## src/rtl/pooled_linked_queue_manager_unit_defines.svh

```systemverilog
// Assertion macros for the pooled linked queue manager.
// Included by modules that carry concurrent assertions; no other dependencies.
`ifndef POOLED_LINKED_QUEUE_MANAGER_UNIT_DEFINES_SVH
`define POOLED_LINKED_QUEUE_MANAGER_UNIT_DEFINES_SVH
// Property holds at every edge outside reset.
`define PLQM_ASSERT(label, clk, rst, prop, msg) \
  label: assert property (@(posedge clk) disable iff (rst) (prop)) else $error(msg);
// Property checked also during reset.
`define PLQM_ASSERT_ALWAYS(label, clk, prop, msg) \
  label: assert property (@(posedge clk) (prop)) else $error(msg);
`endif

```

## src/rtl/plqm_pkg.sv

```systemverilog
// Package for the pooled linked queue manager: widths, command codes, payload types.
// No dependencies.
package plqm_pkg;
  localparam int unsigned DefEntries = 32;
  localparam int unsigned DefQueues  = 8;
  localparam int unsigned CmdW   = 3;
  localparam int unsigned QidW   = 3;
  localparam int unsigned EntryW = 5;

  localparam logic [CmdW-1:0] CMD_ALLOC  = 3'd0;
  localparam logic [CmdW-1:0] CMD_FREE   = 3'd1;
  localparam logic [CmdW-1:0] CMD_INSERT = 3'd2;
  localparam logic [CmdW-1:0] CMD_RMHEAD = 3'd3;
  localparam logic [CmdW-1:0] CMD_RMENT  = 3'd4;
  localparam logic [CmdW-1:0] CMD_PEEK   = 3'd5;

  typedef struct packed {
    logic [CmdW-1:0]   command;
    logic [QidW-1:0]   queue_id;
    logic [EntryW-1:0] entry_index;
  } plqm_in_t;

  typedef struct packed {
    logic [EntryW-1:0] result_entry;
    logic              result_valid;
    logic              queue_empty;
    logic              free_empty;
  } plqm_out_t;
endpackage

```

## src/rtl/pooled_linked_queue_manager_unit.sv

```systemverilog
// Pooled linked queue manager: sequencer over one next/prev link memory pair.
// Depends on plqm_pkg and pooled_linked_queue_manager_unit_defines.svh.
// Commands that change nothing go straight to the done state; the others read
// the tail's link and then the head's. A peek ends there; an alloc or remove head
// then unlinks the head, and a free or insert links in the new entry. Remove entry
// then walks the queue one link memory read per cycle, up to ENTRIES links past
// the head, and unlinks the entry it finds. After reset a clearing pass writes the
// initial links of all ENTRIES entries with busy high. The receiver cannot stall:
// each result is on result when done is high for a single cycle, as busy falls.
`include "pooled_linked_queue_manager_unit_defines.svh"
module pooled_linked_queue_manager_unit #(
  parameter int unsigned ENTRIES = plqm_pkg::DefEntries,
  parameter int unsigned QUEUES  = plqm_pkg::DefQueues
) (
  input  logic               clk,
  input  logic               rst,
  input  logic               start,
  input  plqm_pkg::plqm_in_t cmd,
  output logic               busy,
  output logic               done,
  output plqm_pkg::plqm_out_t result
);
  import plqm_pkg::*;

  localparam int unsigned AW = (ENTRIES > 1) ? $clog2(ENTRIES) : 1;
  localparam int unsigned QW = (QUEUES > 1) ? $clog2(QUEUES) : 1;
  localparam int unsigned SW = $clog2(ENTRIES + 1);

  localparam logic [3:0] S_INIT  = 4'd0;
  localparam logic [3:0] S_IDLE  = 4'd1;
  localparam logic [3:0] S_RD1   = 4'd2;
  localparam logic [3:0] S_RD2   = 4'd3;
  localparam logic [3:0] S_WR1   = 4'd4;
  localparam logic [3:0] S_WR2   = 4'd5;
  localparam logic [3:0] S_WALK  = 4'd6;
  localparam logic [3:0] S_UNL   = 4'd7;
  localparam logic [3:0] S_UNL2  = 4'd8;
  localparam logic [3:0] S_DONE  = 4'd9;

  logic [AW-1:0] next_mem [ENTRIES];
  logic [AW-1:0] prev_mem [ENTRIES];
  logic [AW-1:0] next_rd, prev_rd;
  logic [AW-1:0] rd_addr;
  logic          nwe, pwe;
  logic [AW-1:0] nwa, nwd, pwa, pwd;

  logic [AW-1:0] qtail [QUEUES];
  logic [QUEUES-1:0] qne;
  logic [AW-1:0] ftail;
  logic          fne;

  logic [3:0]    state;
  logic [CmdW-1:0] op;
  logic [QW-1:0] q;
  logic [AW-1:0] e;
  logic [AW-1:0] tl, hd;
  logic          ne, valid;
  logic [AW-1:0] got;
  logic [SW-1:0] steps;
  logic [AW-1:0] init_cnt;

  always_ff @(posedge clk) begin
    if (nwe) next_mem[nwa] <= nwd;
    if (pwe) prev_mem[pwa] <= pwd;
    next_rd <= next_mem[rd_addr];
    prev_rd <= prev_mem[rd_addr];
  end

  logic qok, eok, ins, uses_q;
  assign uses_q = (cmd.command == CMD_INSERT) || (cmd.command == CMD_RMHEAD) ||
                  (cmd.command == CMD_RMENT) || (cmd.command == CMD_PEEK);
  assign qok = ({{(32-QidW){1'b0}}, cmd.queue_id} < QUEUES);
  assign eok = ({{(32-EntryW){1'b0}}, cmd.entry_index} < ENTRIES);
  assign ins = (op == CMD_FREE) || (op == CMD_INSERT);

  always_comb begin
    rd_addr = tl;
    nwe = 1'b0; pwe = 1'b0;
    nwa = init_cnt; nwd = init_cnt + AW'(1);
    pwa = init_cnt; pwd = init_cnt - AW'(1);
    case (state)
      S_INIT: begin
        nwe = 1'b1; pwe = 1'b1;
        if (init_cnt == AW'(ENTRIES - 1)) nwd = '0;
        if (init_cnt == '0) pwd = AW'(ENTRIES - 1);
      end
      S_RD2: rd_addr = next_rd;
      S_WALK: rd_addr = next_rd;
      S_UNL: rd_addr = e;
      S_WR1: begin
        if (ins) begin
          nwe = 1'b1; pwe = 1'b1; nwa = e; pwa = e;
          nwd = ne ? hd : e;
          pwd = ne ? tl : e;
        end else begin
          pwe = 1'b1; pwa = next_rd; pwd = tl;
          nwe = 1'b1; nwa = tl; nwd = next_rd;
        end
      end
      S_WR2: begin
        if (ins) begin
          pwe = 1'b1; pwa = hd; pwd = e;
          nwe = 1'b1; nwa = tl; nwd = e;
        end
      end
      S_UNL2: begin
        nwe = 1'b1; nwa = prev_rd; nwd = next_rd;
        pwe = 1'b1; pwa = next_rd; pwd = prev_rd;
      end
      default: ;
    endcase
  end

  assign busy = (state != S_IDLE);

  always_ff @(posedge clk) begin
    if (rst) begin
      state <= S_INIT;
      init_cnt <= '0;
      qne <= '0;
      fne <= 1'b1;
      ftail <= AW'(ENTRIES - 1);
      done <= 1'b0;
      for (int i = 0; i < QUEUES; i++) qtail[i] <= '0;
    end else begin
      done <= 1'b0;
      case (state)
        S_INIT: begin
          init_cnt <= init_cnt + AW'(1);
          if (init_cnt == AW'(ENTRIES - 1)) state <= S_IDLE;
        end
        S_IDLE: begin
          if (start) begin
            op <= cmd.command;
            q <= QW'(cmd.queue_id);
            e <= AW'(cmd.entry_index);
            valid <= 1'b0;
            got <= '0;
            state <= S_DONE;
            if (cmd.command == CMD_ALLOC) begin
              tl <= ftail; ne <= fne;
              if (fne) state <= S_RD1;
            end else if (cmd.command == CMD_FREE) begin
              tl <= ftail; ne <= fne;
              if (eok) state <= S_RD1;
            end else if (uses_q && qok) begin
              tl <= qtail[QW'(cmd.queue_id)];
              ne <= qne[QW'(cmd.queue_id)];
              if (cmd.command == CMD_INSERT) begin
                if (eok) state <= S_RD1;
              end else if (cmd.command == CMD_RMENT) begin
                if (eok && qne[QW'(cmd.queue_id)]) state <= S_RD1;
              end else if (qne[QW'(cmd.queue_id)]) begin
                state <= S_RD1;
              end
            end
          end
        end
        S_RD1: state <= S_RD2;
        S_RD2: begin
          hd <= next_rd;
          steps <= SW'(1);
          state <= S_WR1;
          if (ins) begin
            if (!ne) state <= S_WR1;
          end else if (op == CMD_PEEK) begin
            valid <= 1'b1; got <= next_rd; state <= S_DONE;
          end else if (op == CMD_RMENT) begin
            if (tl == e) begin
              valid <= 1'b1; got <= e;
              if (next_rd == e) begin
                qne[q] <= 1'b0; state <= S_DONE;
              end else begin
                state <= S_UNL;
              end
            end else if (next_rd == tl) begin
              state <= S_DONE;
            end else if (next_rd == e) begin
              valid <= 1'b1; got <= e; state <= S_UNL;
            end else begin
              state <= S_WALK;
            end
          end else begin
            valid <= 1'b1; got <= next_rd;
            if (next_rd == tl) begin
              if (op == CMD_ALLOC) fne <= 1'b0; else qne[q] <= 1'b0;
              state <= S_DONE;
            end
          end
        end
        S_WR1: state <= (ins && ne) ? S_WR2 : S_DONE;
        S_WR2: begin
          hd <= hd;
          state <= S_DONE;
          if (ins) begin
            if (op == CMD_FREE) begin ftail <= e; fne <= 1'b1; end
            else begin qtail[q] <= e; qne[q] <= 1'b1; end
          end
        end
        S_WALK: begin
          if (next_rd == tl || steps == SW'(ENTRIES)) begin
            state <= S_DONE;
          end else if (next_rd == e) begin
            valid <= 1'b1; got <= e; state <= S_UNL;
          end else begin
            steps <= steps + SW'(1);
          end
        end
        S_UNL: state <= S_UNL2;
        S_UNL2: begin
          if (tl == e) qtail[q] <= prev_rd;
          state <= S_DONE;
        end
        S_DONE: begin
          done <= 1'b1;
          state <= S_IDLE;
        end
        default: state <= S_IDLE;
      endcase
      if (state == S_WR1 && ins && !ne) begin
        if (op == CMD_FREE) begin ftail <= e; fne <= 1'b1; end
        else begin qtail[q] <= e; qne[q] <= 1'b1; end
      end
    end
  end

  logic in_qok;
  always_ff @(posedge clk) begin
    if (state == S_IDLE && start) in_qok <= qok;
  end

  always_ff @(posedge clk) begin
    if (state == S_DONE) begin
      result.result_entry <= EntryW'(valid ? got : '0);
      result.result_valid <= valid;
      result.queue_empty  <= !(in_qok && qne[q]);
      result.free_empty   <= !fne;
    end
  end

  `PLQM_ASSERT(a_done_pulse, clk, rst, done |=> !done, "done lasted more than one cycle")
  `PLQM_ASSERT(a_no_start_busy, clk, rst, done |-> busy == 1'b0, "done while busy")
  `PLQM_ASSERT(a_valid_entry, clk, rst,
    (done && !result.result_valid) |-> result.result_entry == '0, "invalid result not zero")
  `PLQM_ASSERT_ALWAYS(a_reset_init, clk, rst |=> state == S_INIT, "no init after reset")
endmodule
```

## config.mk

```make
export PLATFORM = sky130hd
export DESIGN_NAME = pooled_linked_queue_manager_unit
export DESIGN_NICKNAME = d
export VERILOG_FILES = /design/src/rtl/plqm_pkg.sv /design/src/rtl/pooled_linked_queue_manager_unit.sv
export VERILOG_INCLUDE_DIRS = /design/src /design/src/rtl
export SDC_FILE = /design/constraint.sdc
export NUM_CORES = 1
export LEC_CHECK = 0
export ABC_AREA = 0
export BUFFER_PORTS_ARGS = -buffer_cell sky130_fd_sc_hd__buf_4
export CAP_MARGIN = 20
export CORE_UTILIZATION = 40
export CTS_CLUSTER_DIAMETER = 60
export DETAILED_ROUTE_END_ITERATION = 16
export SLEW_MARGIN = 40
export SYNTH_ARGS = -nofsm -noshare
export SYNTH_HDL_FRONTEND = slang
export SYNTH_SLANG_ARGS = --single-unit
export TNS_END_PERCENT = 10
```

## constraint.sdc

```tcl
create_clock -name clk -period 3.95 [get_ports clk]
set_input_delay 0.395 -clock clk [delete_from_list [all_inputs] [get_ports clk]]
set_output_delay 0.395 -clock clk [all_outputs]
set_load 0.01 [all_outputs]
```

==> metrics.txt <==
grt peak-use layer=met2; DP HPWL=35,600 um; Final period util=88.6%; Die Height=roughly 220 um; CP Launch Type=flip-flop; first drt pass iteration count=8; Skew-Pair Late Insertion Delay=approximately 590 ps; power per cell area=roughly 450 mW/mm2; H-tree depth=2; Diodes inserted=0; Core Area=0.0490 mm2; clock root buffer=clkbuf_16; critical path endpoint category=flip-flop; Main synth FF type=edfxtp_1; met3 usage=3.17%; status=finished clean; commonest non-fill, non-tap cell in the layout=edfxtp_1; Async S/R FF share, synth=0%; number of global-route vias before repair=between 10,000 and 15,000; met1 usage=29.4%; Post-Syn Area=just under 0.02 mm2; Port Buffers=23; Slew headroom=36.6%; maximum clock path buffer count=3; final slew viol count=0; RSZ-0062 raised after global routing=no; Peak VDD IR=around 0.32 mV; required time of the worst setup path=between 4000 and 5000 ps; min Tclk post-route=between 3000 and 4000 ps; r2r setup slk=450 ps; antenna viol nets, final=0; final instance area=0.0228 mm2; Post-Place Cell Area=approximately 0.021 mm2; switching share of power=roughly 21%; Seq pwr share=50.8%; gr usage total=a little over a fifth; Worst Tran Pin Value=between 900 and 1000 ps; Seq/Total Area, Yosys=between 60% and 70%; drt initial violations=around 1,300; endpoints failing setup=0; Yosys top cell by area=edfxtp_1; most frequent cells in the layout=402 x edfxtp_1, 178 x nand2_1, 172 x nor2_1, 112 x a21oi_1, 92 x buf_4; Avg Inst Size Synth=between 10 and 15 um2; Die ar.=a little over 0.05 mm2; hold_ws=35.1 ps; drt via density=5.78; share of Yosys cell area claimed by the top area cell type=60.8%; Post-synth EDFFs=402; mean routed wirelength per cell=22.4 um; Max-Cap Viols=0; Setup TNS Final=0 ps; CTS tree=done; Worst Path Arrival=3720 ps; initial antenna violation count=0; Clk pwr share=45.5%; area delta synth->final=14.6%; Switch Pwr=2190 uW; first-pass GRT wire length=around 81,000 um; TritonCTS buffer count=50; Internal Power=8030 uW; Post-Syn Instances=between 1,500 and 2,000; Remaining DRCs=0; GPL Wtd Cong=about 0.95; fin nets=roughly 1,700; placed insts=~2,300; Yosys reg bits=approximately 440; fmax=roughly 290 MHz; Starting Density=40.6%; Area contributors post-synth=edfxtp_1 61%, dfxtp_1 3.4%, nand2_1 3.4%; # clock sinks=between 400 and 500; final number of hold-violating endpoints=0; vias=~14,000; Synth Warn #=0; Core Util, Final=~47%; Syn Nets=roughly 1,600; layout cells sized above 1=~14%; width of the die=about 220 um; Clk pin slew, worst setup/hold paths=around 60 ps; Resize count post-CTS=0; Std-Cell Rows=81; IO Pins=24; largest net degree at the start of global routing=52; met2 Track Usage GR=between 30% and 40%; Finished Layout Cells=between 2,000 and 2,500; Final Skew=~16 ps; Crit Path Class=flip-flop to flip-flop; FILL cells=4,349; GRT overflow=0; DRT Wirelength=53,200 um; Netlist cell types=80; Critical Path Fanout Max=19; hold crit path type=primary input to flip-flop; static leakage=around 0.0076 uW; Gate power share=about 3.6%
[final cells by class]
class | count | area [um2] | area share [%]
Multi-Input combinational cell | 1059 | 6580 | 28.9
Sequential cell | 436 | 12800 | 56.0
Tap cell | 664 | 831 | 3.65
Timing Repair Buffer | 105 | 866 | 3.80
Clock buffer | 62 | 1380 | 6.06
Inverter | 17 | 63.8 | 0.280
Clock inverter | 30 | 297 | 1.30
[per-stage QoR]
step,total power (uW),setup WS [ps]
after detailed placement,5660,516
after floorplan,5480,870
after CTS,10300,500
after global placement,5660,621
final,10200,452
after global routing,10500,161
[layer usage]
metal  vias up  share of wire, %
li1       6277                 -
met1      6867                44
met2       483                47
met3        96               6.2
met4         0               2.9
met5         -                 0
[cell families (layout without fill, tap and decap cells)]
| kind of cell | count (synthesis) | in the layout | synth area share (%) |
|---|---|---|---|
| and+or+nand+nor | 542 | 542 | 12.4 |
| DFF | 436 | 436 | 64.2 |
| AOI/OAI and AO/OA | 390 | 390 | 13.2 |
| buffers and inverters | 131 | 214 | 2.99 |
| muxes | 94 | 94 | 5.65 |
| xor gates and xnor gates | 28 | 28 | 1.23 |
| adders and majority gates | 5 | 5 | 0.315 |
[sequential cells by signal, indices dropped and copies added (netlist names), 3 cells and up]
signal,count
qne,8
next_rd,5
init_cnt,5
op,3
qtail,40
next_mem,160
e,5
got,5
ftail,5
q,3
prev_rd,5
state,4
prev_mem,160
hd,5
steps,6
tl,5
result,8
[repair_timing]
item / 4_1_cts / 5_1_grt
hold endpoints to repair: 7 / 0
hold buffers: 7 / 0
endpoints found under the setup margin: 0 / 0
setup buffers: 0 / 0
[worst max-delay path: stages (launching register included)]
cell      delay [ps]
dfxtp_1          720
nand2b_1         320
nor3_1           480
buf_4            240
o21ai_0           90
a32oi_1          270
nor2b_1          300
nand2_1          250
nor2_1           470
[final timing paths]
kind,startpoint,end,cells after the start
max,state[3],prev_mem[23][0],8
min,cmd[9],op[1],1
max reg2reg,state[3],prev_mem[23][0],8
min reg2reg,ftail[0],ftail[0],1
[power groups by stage]
stage	combinational [uW]	sequential, uW	clock, uW
4_1_cts	375	5200	4730
6_report	372	5200	4650
2_1_floorplan	199	5280	0
5_1_grt	403	5200	4880
3_3_place_gp	365	5290	0
3_5_place_dp	369	5290	0
[Yosys cell counts (18+ instances only)]
| cell | instances |
|---|---|
| dfxtp_1 | 34 |
| a22o_1 | 19 |
| a32o_1 | 18 |
| clkbuf_1 | 67 |
| edfxtp_1 | 402 |
| o21ai_0 | 70 |
| o211ai_1 | 23 |
| a22oi_1 | 39 |
| nand3_1 | 55 |
| nor3_1 | 24 |
| nand2_1 | 178 |
| buf_2 | 27 |
| mux2i_1 | 60 |
| nor2_1 | 173 |
| nand4_1 | 25 |
| a21oi_1 | 112 |
| nand2b_1 | 21 |
No activity file was read; power rests on OpenSTA's default activity.
